### src/design/ile_pkg.sv
`timescale 1ns / 1ps
`default_nettype none

package ile_pkg;

    localparam int OP_W     = 3;
    localparam int POS_W    = 5;
    localparam int CODE_W   = 3;
    localparam int TGT_W    = 5;
    localparam int ST_W     = 2;
    localparam int CNT_O_W  = 5;

    localparam logic [OP_W-1:0] OP_APPEND = 3'd0;
    localparam logic [OP_W-1:0] OP_INSERT = 3'd1;
    localparam logic [OP_W-1:0] OP_DELETE = 3'd2;
    localparam logic [OP_W-1:0] OP_PAD    = 3'd3;
    localparam logic [OP_W-1:0] OP_READ   = 3'd4;

    localparam logic [ST_W-1:0] ST_OK    = 2'd0;
    localparam logic [ST_W-1:0] ST_FULL  = 2'd1;
    localparam logic [ST_W-1:0] ST_RANGE = 2'd2;
    localparam logic [ST_W-1:0] ST_EMPTY = 2'd3;

    typedef struct packed {
        logic [OP_W-1:0]   operation;
        logic [POS_W-1:0]  position;
        logic [CODE_W-1:0] action_code;
        logic [TGT_W-1:0]  target_count;
    } cmd_t;

    typedef struct packed {
        logic [ST_W-1:0]    status;
        logic [CNT_O_W-1:0] entry_count;
        logic [CODE_W-1:0]  read_code;
    } res_t;

endpackage

`default_nettype wire

### src/design/ile_mem.sv
`timescale 1ns / 1ps
`default_nettype none

module ile_mem
    import ile_pkg::*;
#(
    parameter int DEPTH = 16,
    parameter int AW    = 4
)
(
    input  wire logic              clk,
    input  wire logic              we,
    input  wire logic [AW-1:0]     waddr,
    input  wire logic [CODE_W-1:0] wdata,
    input  wire logic [AW-1:0]     raddr,
    output logic      [CODE_W-1:0] rdata
);

    logic [CODE_W-1:0] mem [DEPTH];
    logic [CODE_W-1:0] rdata_reg;

    always_ff @(posedge clk)
    begin
        if (we)
        begin
            mem[waddr] <= wdata;
        end
        rdata_reg <= mem[raddr];
    end

    assign rdata = rdata_reg;

endmodule

`default_nettype wire

### src/design/ile_seq.sv
`timescale 1ns / 1ps
`default_nettype none

module ile_seq
    import ile_pkg::*;
#(
    parameter int CAPACITY = 16,
    parameter int CNT_W    = 5,
    parameter int AW       = 4
)
(
    input  wire logic              clk,
    input  wire logic              rst_n,
    input  wire logic              cmd_valid,
    output logic                   cmd_ready,
    input  wire cmd_t              cmd,
    output logic                   res_valid,
    input  wire logic              res_ready,
    output res_t                   res,
    output logic                   mem_we,
    output logic      [AW-1:0]     mem_waddr,
    output logic      [CODE_W-1:0] mem_wdata,
    output logic      [AW-1:0]     mem_raddr,
    input  wire logic [CODE_W-1:0] mem_rdata
);

    localparam int CMP_W = ((CNT_W > POS_W) ? CNT_W : POS_W) + 1;
    localparam logic [CMP_W-1:0] CAP_C = CMP_W'(CAPACITY);

    typedef enum logic [6:0] {
        S_IDLE  = 7'b0000001,
        S_CHECK = 7'b0000010,
        S_SHIFT = 7'b0000100,
        S_DRAIN = 7'b0001000,
        S_FILL  = 7'b0010000,
        S_RDATA = 7'b0100000,
        S_EMIT  = 7'b1000000
    } state_t;

    state_t             state_reg, state_next;
    logic [CNT_W-1:0]   count_reg, count_next;
    logic               pend_reg, pend_next;
    cmd_t               cmd_reg, cmd_next;
    logic [CNT_W-1:0]   cur_reg, cur_next;
    logic [CMP_W-1:0]   lim_reg, lim_next;
    logic [CMP_W-1:0]   fill_end_reg, fill_end_next;
    logic [AW-1:0]      wdst_reg, wdst_next;
    logic [ST_W-1:0]    status_reg, status_next;
    logic [CODE_W-1:0]  rd_reg, rd_next;

    logic [CMP_W-1:0]   cnt_x, pos_x, tgt_x, cur_x, eff_tgt, step_x, cnt_inc;
    logic               step_down;

    assign cnt_x   = CMP_W'(count_reg);
    assign pos_x   = CMP_W'(cmd_reg.position);
    assign tgt_x   = CMP_W'(cmd_reg.target_count);
    assign cur_x   = CMP_W'(cur_reg);
    assign eff_tgt = (tgt_x > CAP_C) ? CAP_C : tgt_x;
    assign cnt_inc = cnt_x + CMP_W'(1);

    // the one cursor stepper: walks down for an insert shift, up otherwise
    assign step_down = (state_reg == S_SHIFT) && (cmd_reg.operation == OP_INSERT);
    assign step_x    = step_down ? (cur_x - CMP_W'(1)) : (cur_x + CMP_W'(1));

    always_comb
    begin
        state_next    = state_reg;
        count_next    = count_reg;
        pend_next     = pend_reg;
        cmd_next      = cmd_reg;
        cur_next      = cur_reg;
        lim_next      = lim_reg;
        fill_end_next = fill_end_reg;
        wdst_next     = wdst_reg;
        status_next   = status_reg;
        rd_next       = rd_reg;
        mem_we        = 1'b0;
        mem_waddr     = wdst_reg;
        mem_wdata     = mem_rdata;
        mem_raddr     = cur_reg[AW-1:0];

        unique case (state_reg)
            S_IDLE:
            begin
                if (cmd_valid)
                begin
                    cmd_next   = cmd;
                    state_next = S_CHECK;
                end
            end

            S_CHECK:
            begin
                status_next = ST_OK;
                rd_next     = '0;
                pend_next   = 1'b0;
                mem_raddr   = AW'(pos_x);
                state_next  = S_EMIT;
                unique case (cmd_reg.operation)
                    OP_APPEND:
                    begin
                        if (cnt_x >= CAP_C)
                        begin
                            status_next = ST_FULL;
                        end
                        else
                        begin
                            cur_next      = count_reg;
                            fill_end_next = cnt_inc;
                            state_next    = S_FILL;
                        end
                    end
                    OP_INSERT:
                    begin
                        if (cnt_x >= CAP_C)
                        begin
                            status_next = ST_FULL;
                        end
                        else if (pos_x > cnt_x)
                        begin
                            status_next = ST_RANGE;
                        end
                        else if (pos_x == cnt_x)
                        begin
                            cur_next      = CNT_W'(pos_x);
                            fill_end_next = cnt_inc;
                            state_next    = S_FILL;
                        end
                        else
                        begin
                            cur_next   = count_reg;
                            lim_next   = pos_x;
                            state_next = S_SHIFT;
                        end
                    end
                    OP_DELETE:
                    begin
                        if (cnt_x == '0)
                        begin
                            status_next = ST_EMPTY;
                        end
                        else if (pos_x >= cnt_x)
                        begin
                            status_next = ST_RANGE;
                        end
                        else if (pos_x == cnt_x - CMP_W'(1))
                        begin
                            // last entry: nothing to move
                            count_next = count_reg - CNT_W'(1);
                        end
                        else
                        begin
                            cur_next   = CNT_W'(pos_x);
                            lim_next   = cnt_x - CMP_W'(1);
                            state_next = S_SHIFT;
                        end
                    end
                    OP_PAD:
                    begin
                        if (tgt_x > CAP_C)
                        begin
                            status_next = ST_FULL;
                        end
                        if (cnt_x < eff_tgt)
                        begin
                            cur_next      = count_reg;
                            fill_end_next = eff_tgt;
                            state_next    = S_FILL;
                        end
                    end
                    OP_READ:
                    begin
                        if (cnt_x == '0)
                        begin
                            status_next = ST_EMPTY;
                        end
                        else if (pos_x >= cnt_x)
                        begin
                            status_next = ST_RANGE;
                        end
                        else
                        begin
                            state_next = S_RDATA;
                        end
                    end
                    default:
                    begin
                        status_next = ST_OK;
                    end
                endcase
            end

            S_SHIFT:
            begin
                // read source now, write it to its destination next cycle
                mem_raddr = step_x[AW-1:0];
                mem_we    = pend_reg;
                wdst_next = cur_reg[AW-1:0];
                pend_next = 1'b1;
                cur_next  = CNT_W'(step_x);
                if (step_x == lim_reg)
                begin
                    state_next = S_DRAIN;
                end
            end

            S_DRAIN:
            begin
                mem_we = 1'b1;
                if (cmd_reg.operation == OP_INSERT)
                begin
                    cur_next      = CNT_W'(pos_x);
                    fill_end_next = cnt_inc;
                    state_next    = S_FILL;
                end
                else
                begin
                    count_next = count_reg - CNT_W'(1);
                    state_next = S_EMIT;
                end
            end

            S_FILL:
            begin
                mem_we     = 1'b1;
                mem_waddr  = cur_reg[AW-1:0];
                mem_wdata  = cmd_reg.action_code;
                count_next = CNT_W'(cnt_inc);
                cur_next   = CNT_W'(step_x);
                if (cnt_inc >= fill_end_reg)
                begin
                    state_next = S_EMIT;
                end
            end

            S_RDATA:
            begin
                rd_next    = mem_rdata;
                state_next = S_EMIT;
            end

            S_EMIT:
            begin
                if (res_ready)
                begin
                    state_next = S_IDLE;
                end
            end

            default:
            begin
                state_next = S_IDLE;
            end
        endcase
    end

    always_ff @(posedge clk or negedge rst_n)
    begin
        if (!rst_n)
        begin
            state_reg <= S_IDLE;
            count_reg <= '0;
            pend_reg  <= 1'b0;
        end
        else
        begin
            state_reg <= state_next;
            count_reg <= count_next;
            pend_reg  <= pend_next;
        end
    end

    always_ff @(posedge clk)
    begin
        cmd_reg      <= cmd_next;
        cur_reg      <= cur_next;
        lim_reg      <= lim_next;
        fill_end_reg <= fill_end_next;
        wdst_reg     <= wdst_next;
        status_reg   <= status_next;
        rd_reg       <= rd_next;
    end

    assign cmd_ready       = (state_reg == S_IDLE);
    assign res_valid       = (state_reg == S_EMIT);
    assign res.status      = status_reg;
    assign res.entry_count = CNT_O_W'(count_reg);
    assign res.read_code   = rd_reg;

endmodule

`default_nettype wire

### src/design/indexed_list_engine_core.sv
// Ordered list of 3-bit action codes held in a single-port-write, registered-read
// memory of CAPACITY entries. Each command transfer (append, insert at position,
// delete at position, pad to count, read) gives one result transfer carrying a
// status, the entry count afterwards and, for a good read, the code read. The
// list is walked by one cursor, one entry per cycle. After a check, a failing or
// unused command or a delete of the last entry goes straight to its result; a read
// first reads the memory; an insert inside the list or another delete first
// shifts the later entries and drains the last move; an append, an insert and a
// pad write their new entries before the result. Input is taken only while
// no command is in progress; a finished result waits in an output register, so
// the next command can start while it is still unclaimed. Entry contents are not
// cleared at reset.
`timescale 1ns / 1ps
`default_nettype none

module indexed_list_engine_core
    import ile_pkg::*;
#(
    parameter int CAPACITY = 16
)
(
    input  wire logic        clk,
    input  wire logic        rst_n,
    input  wire logic        s_axis_tvalid,
    output logic             s_axis_tready,
    // operation[2:0], position[7:3], action_code[10:8], target_count[15:11]
    input  wire logic [15:0] s_axis_tdata,
    output logic             m_axis_tvalid,
    input  wire logic        m_axis_tready,
    // status[1:0], entry_count[6:2], read_code[9:7], zero[15:10]
    output logic      [15:0] m_axis_tdata
);

    localparam int CNT_W = $clog2(CAPACITY + 1);
    localparam int AW    = (CAPACITY > 1) ? $clog2(CAPACITY) : 1;

    cmd_t              cmd;
    res_t              res;
    logic              res_valid, res_ready;
    logic              mem_we;
    logic [AW-1:0]     mem_waddr, mem_raddr;
    logic [CODE_W-1:0] mem_wdata, mem_rdata;

    logic              out_valid_reg;
    res_t              out_reg;

    assign cmd.operation    = s_axis_tdata[2:0];
    assign cmd.position     = s_axis_tdata[7:3];
    assign cmd.action_code  = s_axis_tdata[10:8];
    assign cmd.target_count = s_axis_tdata[15:11];

    ile_seq #(
        .CAPACITY (CAPACITY),
        .CNT_W    (CNT_W),
        .AW       (AW)
    ) u_seq (
        .clk       (clk),
        .rst_n     (rst_n),
        .cmd_valid (s_axis_tvalid),
        .cmd_ready (s_axis_tready),
        .cmd       (cmd),
        .res_valid (res_valid),
        .res_ready (res_ready),
        .res       (res),
        .mem_we    (mem_we),
        .mem_waddr (mem_waddr),
        .mem_wdata (mem_wdata),
        .mem_raddr (mem_raddr),
        .mem_rdata (mem_rdata)
    );

    ile_mem #(
        .DEPTH (CAPACITY),
        .AW    (AW)
    ) u_mem (
        .clk   (clk),
        .we    (mem_we),
        .waddr (mem_waddr),
        .wdata (mem_wdata),
        .raddr (mem_raddr),
        .rdata (mem_rdata)
    );

    assign res_ready = !out_valid_reg || m_axis_tready;

    always_ff @(posedge clk or negedge rst_n)
    begin
        if (!rst_n)
        begin
            out_valid_reg <= 1'b0;
        end
        else if (res_ready)
        begin
            out_valid_reg <= res_valid;
        end
    end

    always_ff @(posedge clk)
    begin
        if (res_valid && res_ready)
        begin
            out_reg <= res;
        end
    end

    assign m_axis_tvalid = out_valid_reg;
    assign m_axis_tdata  = {6'd0, out_reg.read_code, out_reg.entry_count, out_reg.status};

endmodule

`default_nettype wire

### config.mk
export PLATFORM = sky130hd
export DESIGN_NAME = indexed_list_engine_core
export DESIGN_NICKNAME = d
export VERILOG_FILES = /design/src/design/ile_pkg.sv /design/src/design/ile_mem.sv /design/src/design/ile_seq.sv /design/src/design/indexed_list_engine_core.sv
export SDC_FILE = /design/constraint.sdc
export NUM_CORES = 1
export LEC_CHECK = 0
export ABC_AREA = 1
export BUFFER_PORTS_ARGS = -buffer_cell sky130_fd_sc_hd__buf_2
export CORE_ASPECT_RATIO = 1.75
export CORE_UTILIZATION = 38
export DETAILED_ROUTE_END_ITERATION = 16
export PLACE_DENSITY = 0.6
export SLEW_MARGIN = 40
export SYNTH_ARGS = -nofsm -noshare
export SYNTH_HDL_FRONTEND = slang
export SYNTH_SLANG_ARGS = --single-unit
### constraint.sdc
create_clock -name clk -period 8.3 [get_ports clk]
set_input_delay 0.415 -clock clk [delete_from_list [all_inputs] [get_ports clk]]
set_output_delay 0.415 -clock clk [all_outputs]
set_load 0.005 [all_outputs]
---- Word-level counts from Yosys, hierarchy flattened ----
Memories as Yosys holds them, arrays and structs flattened. A register that Yosys moved wholly into a read port is not among the register bits.
Index checks and enable logic that the tools add are counted.
storage, ports and cells
  register bits after elaboration ......... 66
  RAM bits ................................ 48
  bits of input ports ..................... 20
  output and inout port bits .............. 18
  logic and storage cells ................. 156
  memories ................................ 1
memory list
  name       words  bits a word  read ports  clocked after memory_dff  wr ports  line           text
  u_mem.mem  16     3            1           1                         1         ile_mem.sv:19  logic [CODE_W-1:0] mem [DEPTH];
operators by class
  add/sub/neg operators ................... 5
  $lt $le $gt $ge ......................... 6
  equal/unequal tests ..................... 40
  muxes and demuxes ....................... 66
  reductions and logical operators ........ 21
operators by type and width
  operator                                          number
  two-way mux 7 bit                                 14
  two-way mux 5 bit                                 16
  two-way mux 6 bit                                 13
  one-hot mux 7 bit (7 select lines)                1
  one-hot mux 7 bit (5 select lines)                1
  one-hot mux 5 bit (3 select lines)                2
  != test 2 bit, second input constant              12
  one-hot mux 6 bit (2 select lines)                2
  != test 3 bit, second input constant              7
  one-hot mux 5 bit (4 select lines)                1
  one-hot mux 6 bit (3 select lines)                1
  AND reduction 8 bit                               2
  adder 5 x 1 -> 6 bit, second input constant       2
  subtractor 5 x 1 -> 6 bit, second input constant  2
  AND reduction 10 bit                              1
  two-way mux 2 bit                                 4
  != test 2 x 1 -> 1 bit, second input constant     4
  one-hot mux 2 bit (4 select lines)                1
  one-hot mux 4 bit (2 select lines)                1
  nonzero test 2 bit                                4
  == test 7 x 1 -> 1 bit, second input constant     1
  == test 7 x 2 -> 1 bit, second input constant     1
  == test 7 x 3 -> 1 bit, second input constant     1
  == test 7 x 4 -> 1 bit, second input constant     1
  34 further kinds                                  43

---- Longest topological paths before layout ----
  word-level depth ........................ 7
  mapped depth ............................ 23
  mapped depth without buffers ............ 22

---- Cells and area by module ----
A second synthesis with hierarchy kept.
second synthesis, totals
  cell total of the unflattened synthesis .. 694
  area total of the unflattened synthesis .. 6336.1 sq um
modules (own cells, without submodules)
  module                    instances  cells each  area an instance (sq um)  seq. area each (sq um)
  ile_seq                   1          447         3702.3                    1587.8
  ile_mem                   1          224         2239.6                    1501.4
  indexed_list_engine_core  1          23          394.1                     325.3

---- Least setup slack after synthesis ----
No wires, ideal clock.
  path kind ............................... register to register
  start ................................... register u_seq.cmd_reg[1] (netlist bit)
  end ..................................... register u_seq.fill_end_reg[0], enable pin
  arrival ................................. 2332 ps
  slack ................................... 5589 ps
  cell stages (with the launch flop) ...... 12
  path buffers ............................ 0
  period minus slack after synthesis ...... 2711 ps
  path through ............................ edfxtp_1 -> nor4_1 -> o21ai_0 -> ha_1 -> a21o_1 -> a21oi_1 -> o21ai_0 -> nand2_1 -> nand2_1 -> o21ai_0 -> o21ai_0 -> a211oi_1
between the ends
  cells in the longest elaborated chain, start to end .. 5
RTL lines
  what                                     line            text
  from (decl)                              ile_seq.sv:43   cmd_t cmd_reg, cmd_next;
  from (signal assigned)                   ile_seq.sv:275  cmd_reg <= cmd_next;
  greater-than comparator 5 bit            ile_seq.sv:58   assign eff_tgt = (tgt_x > CAP_C) ? CAP_C : tgt_x;
  two-way mux 5 bit (*)                    ile_seq.sv:58
  less-than comparator 5 x 6 -> 1 bit (*)  ile_seq.sv:164  if (cnt_x < eff_tgt)
  != test 3 x 2 -> 1 bit (no line) (*)     n/a
  AND reduction 8 bit (no line) (*)        n/a
  to (signal assigned)                     ile_seq.sv:278  fill_end_reg <= fill_end_next;
  to (decl)                                ile_seq.sv:46   logic [CMP_W-1:0] fill_end_reg, fill_end_next;
Mark *: on every way between the ends. The rest lies on a longest branch, timed or not.
A chain may end at the register's enable or synchronous reset.

---- Worst setup path after layout ----
  start ................................... register u_seq.cmd_reg[1] (netlist bit)
  end ..................................... register u_seq.cur_reg[0], enable pin
between the ends
  cells in the longest elaborated chain, start to end .. 5
RTL lines
  what                                     line            text
  greater-than comparator 5 bit            ile_seq.sv:58
  two-way mux 5 bit (*)                    ile_seq.sv:58
  less-than comparator 5 x 6 -> 1 bit (*)  ile_seq.sv:164
  != test 3 x 2 -> 1 bit (no line) (*)     n/a
  AND reduction 10 bit (no line) (*)       n/a
  to (signal assigned)                     ile_seq.sv:276  cur_reg <= cur_next;
  to (decl)                                ile_seq.sv:44   logic [CNT_W-1:0] cur_reg, cur_next;
Marks and branches as above.

==> summary by stage <==
Logic synthesis
The post-synthesis average cell area is 8.97 um^2. Synthesis produced ~700 cells. For this run, the register share of the synthesized area comes to a little over half. The number of enable-type register cells in the synthesized netlist is 100. The number of synthesized register bits is ~120.

The share of async-settable or async-resettable flops after synthesis is between 10% and 20%. The Yosys step of the flow raised 0 warnings. Yosys mapped the design onto 55 distinct sky130hd cell types.

The summed instance area of the synthesized netlist is 6350 um^2. For this run, the leading register cell type out of synthesis is sky130_fd_sc_hd__edfxtp_1.

Timing
The number of setup violations in the final report is 0. Based on the critical path, the design can be clocked at up to 0.305 GHz. Between clock sinks in the finished design, the worst skew comes to around 18 ps.

The slew at the pin closest to its max-slew limit is roughly 740 ps. Setup repair after global routing left no endpoint under its margin. Summed over all failing endpoints, the final setup total negative slack is 0 ps.

The worst slew slack as a fraction of its limit is between 50% and 60%. The number of max-slew violations in the final report was 0. The fraction of the cycle the final worst path needs is 39.6%.

The final count of hold timing violations is 0. After layout, the minimum clock period comes to around 3300 ps.

Place
The detailed-placement wirelength estimate is 11500 um. In this run the cell area measured after placement is 6740 um^2. Routability-driven placement finished with a final weighted congestion of between 0.9 and 1. Input and output buffers added on the ports amount to 31.

Clock tree
Clock-pin slew was measured on the worst setup and hold paths at 60 ps. Counting the buffers created by CTS gives 17. The number of clock sinks is between 100 and 150. The H-tree depth reported by CTS is 4. The insertion delay of the later-clocked pin in the worst-skew pair is about 420 ps. The cell chosen for the clock root is sky130_fd_sc_hd__clkbuf_16. The post-CTS repair timing setup buffer count is 0. TritonCTS built the clock tree. The buffer depth of the longest clock path is 2.

Detailed routing
The detailed-route DRC error count is 0. Across all layers, the routed design uses around 4.8k vias. The number of detailed-route iterations in the first pass is 4. Once detail routing completed, the nets flagged for antenna violations numbered 0. The mean routed wirelength per cell is around 15 um. The sum of routed wire length over all layers is 14900 um. The number of vias per cell after detailed routing is 4.85.

In this run, the number of DRC markers left after iteration 0 of detailed routing was 209.

Finish
The final design area excluding fillers is approximately 7300 um^2. The number of antenna diodes is 0. The number of nets at the end of the flow is between 700 and 800. The register with the most flip-flops in the layout has 48 of them. The top cell types in the final layout, fill and taps aside, are sky130_fd_sc_hd__nand2_1 (173), sky130_fd_sc_hd__inv_1 (109), sky130_fd_sc_hd__edfxtp_1 (100). Relative to the synthesized area, the layout overhead comes to 15.0%. The most frequent standard cell in the layout excluding fill and tap cells is sky130_fd_sc_hd__nand2_1.

The post-route netlist has between 10 and 15% of its cells at a drive strength greater than 1.

Worst setup path
The slowest cell on the critical path is sky130_fd_sc_hd__nor3b_1. In this run the register-to-register setup slack is 5020 ps. The worst setup path is captured at a flop.

Counting stages on the worst path, the most repeated cell is sky130_fd_sc_hd__o21ai_0. Walking the worst path, the cells encountered are nor4_1 > o21ai_0 > ha_1 > a21o_1 > a21oi_1 > o21ai_0 > nand2_1 > nand2_1 > o21ai_0 > o21ai_0 > nor3b_1. The kind of cell adding the most delay to the critical path is simple AND/OR/NAND/NOR gates. The critical path contains buffers and inverters numbering 0 combined.

The worst setup path is launched from a flop. In this run the worst path has a maximum fanout of 5. The type of the worst setup path is reg2reg. The signal arrival time at the worst endpoint is ~3300 ps.

At the worst endpoint, the required time is about 8300 ps. In this design, the stage delay of the slowest critical-path cell is around 670 ps.

Power and ir drop
The total power divided by cell area is roughly 340 nW/um^2. The worst supply voltage drop on vdd is between 150 and 200 uV. In this run the static leakage power is about 3.2 nW.

Global routing
The wire length of the first global-routing pass is ~24000 um. The number of global-route vias before repair is between 4k and 5k. The initial antenna violation count is 0.

The total global-route track usage is 18.4%. The final global-route overflow total is 0. The maximum number of pins on one net before global-route repair is 40.

Floorplan
The total I/O pin count is 38. The die footprint is 17300 um^2. The die extent in y is approximately 170 um. The floorplan has between 60 and 70 rows. In this run the standard cell core region covers between 15000 and 20000 um^2. The initial core utilization is slightly below 40%. The horizontal extent of the die is 99.7 um.

Outcome
The flow ran to the end, and the final reports show no timing, DRC or antenna violations.

Job
The tool flagged a number of max-cap violations equal to 0.

Worst hold path
The worst min-delay path class is in2reg.
==> metrics by stage <==
step / setup slack (ps) / utilization [%] / hold slack, ps / instances / power (mW)
2_1_floorplan: 5590 / - / 119 / 713 / 1.51
3_3_place_gp: 4900 / 41.0 / 334 / 956 / 1.78
3_5_place_dp: 5030 / 41.1 / 335 / 956 / 1.79
4_1_cts: 5010 / 44.6 / 161 / 989 / 2.48
5_1_grt: 4790 / 44.6 / 156 / 989 / 2.62
6_report: 5020 / 44.6 / 170 / 989 / 2.47
==> Yosys cell counts (4+ instances only) <==
cell / number / area share (%)
sky130_fd_sc_hd__a21oi_1: 11 / 0.87
sky130_fd_sc_hd__buf_4: 8 / 0.95
sky130_fd_sc_hd__buf_6: 4 / 0.71
sky130_fd_sc_hd__clkinv_1: 5 / 0.30
sky130_fd_sc_hd__dfrtp_1: 13 / 5.1
sky130_fd_sc_hd__edfxtp_1: 100 / 47
sky130_fd_sc_hd__ha_1: 19 / 3.7
sky130_fd_sc_hd__inv_1: 109 / 6.4
sky130_fd_sc_hd__inv_2: 13 / 0.77
sky130_fd_sc_hd__nand2_1: 173 / 10
sky130_fd_sc_hd__nand2_2: 7 / 0.69
sky130_fd_sc_hd__nand3_1: 42 / 3.3
sky130_fd_sc_hd__nor2_1: 71 / 4.2
sky130_fd_sc_hd__nor3_1: 6 / 0.47
sky130_fd_sc_hd__o211ai_1: 11 / 1.3
sky130_fd_sc_hd__o21ai_0: 40 / 3.2
sky130_fd_sc_hd__o21ai_1: 13 / 1.0
sky130_fd_sc_hd__xor2_1: 7 / 0.97
==> path summary, 6_finish.rpt <==
check	start	end	depth (start not counted)
min reg2reg	u_seq.rd_reg[2]	m_axis_tdata[9]	0
min	s_axis_tdata[13]	u_seq.cmd_reg[2]	1
max	u_seq.cmd_reg[1]	u_seq.cur_reg[0]	11
min in group asynchronous	rst_n	u_seq.count_reg[1]	2
max in group asynchronous	rst_n	u_seq.state_reg[0]	2
max reg2reg	u_seq.cmd_reg[1]	u_seq.cur_reg[0]	11
==> worst register-to-register path, cell delays in order, from the launching register on <==
cell and delay (ps):
sky130_fd_sc_hd__edfxtp_1 420, sky130_fd_sc_hd__nor4_1 370, sky130_fd_sc_hd__o21ai_0 180, sky130_fd_sc_hd__ha_1 320, sky130_fd_sc_hd__a21o_1 160, sky130_fd_sc_hd__a21oi_1 100, sky130_fd_sc_hd__o21ai_0 110, sky130_fd_sc_hd__nand2_1 70
sky130_fd_sc_hd__nand2_1 60, sky130_fd_sc_hd__o21ai_0 200, sky130_fd_sc_hd__o21ai_0 210, sky130_fd_sc_hd__nor3b_1 670
==> logic make-up (layout without fill, tap and decap cells) <==
logic type / count (synthesis) / in the layout / synth area share [%]
AO/OA/AOI/OAI: 98 / 98 / 9.49
XOR/XNOR: 10 / 10 / 1.38
adder cells (fa/ha/maj): 19 / 19 / 3.74
buffers and inverters: 144 / 196 / 9.53
flip-flops: 117 / 117 / 53.8
other: 1 / 6 / 0.0590
AND/OR/NAND/NOR: 319 / 319 / 22.0
==> report_power, final <==
part	switching, mW	internal (mW)	total (mW)
clock	0.249	0.434	0.683
combinational	0.629	0.287	0.916
sequential	0.0780	0.790	0.868
total	0.956	1.51	2.47
==> final cells by class <==
| cell class | count | area, um^2 |
|---|---|---|
| clock inverter | 8 | 76.3 |
| timing repair buffer | 37 | 203 |
| inverter | 127 | 477 |
| fill | 1550 | 9060 |
| tap | 224 | 280 |
| multi-input combinational | 452 | 2370 |
| sequential | 117 | 3410 |
| clock buffer | 24 | 482 |
==> repair_timing <==
item | CTS | global route
hold buffers | 1 | 0
hold endpoints to repair | 13 | 0
resized for setup | 0 | 0
==> per-layer routing <==
| metal | vias to the layer above | wire length (um) | track usage, % |
|---|---|---|---|
| met5 | - | 0 | 0 |
| met4 | 0 | 883 | 13.6 |
| met3 | 58 | 491 | 3.27 |
| met2 | 140 | 8480 | 35.6 |
| met1 | 2180 | 5080 | 16.3 |
| li1 | 2417 | - | - |
Power figures use the tool's default switching activity.
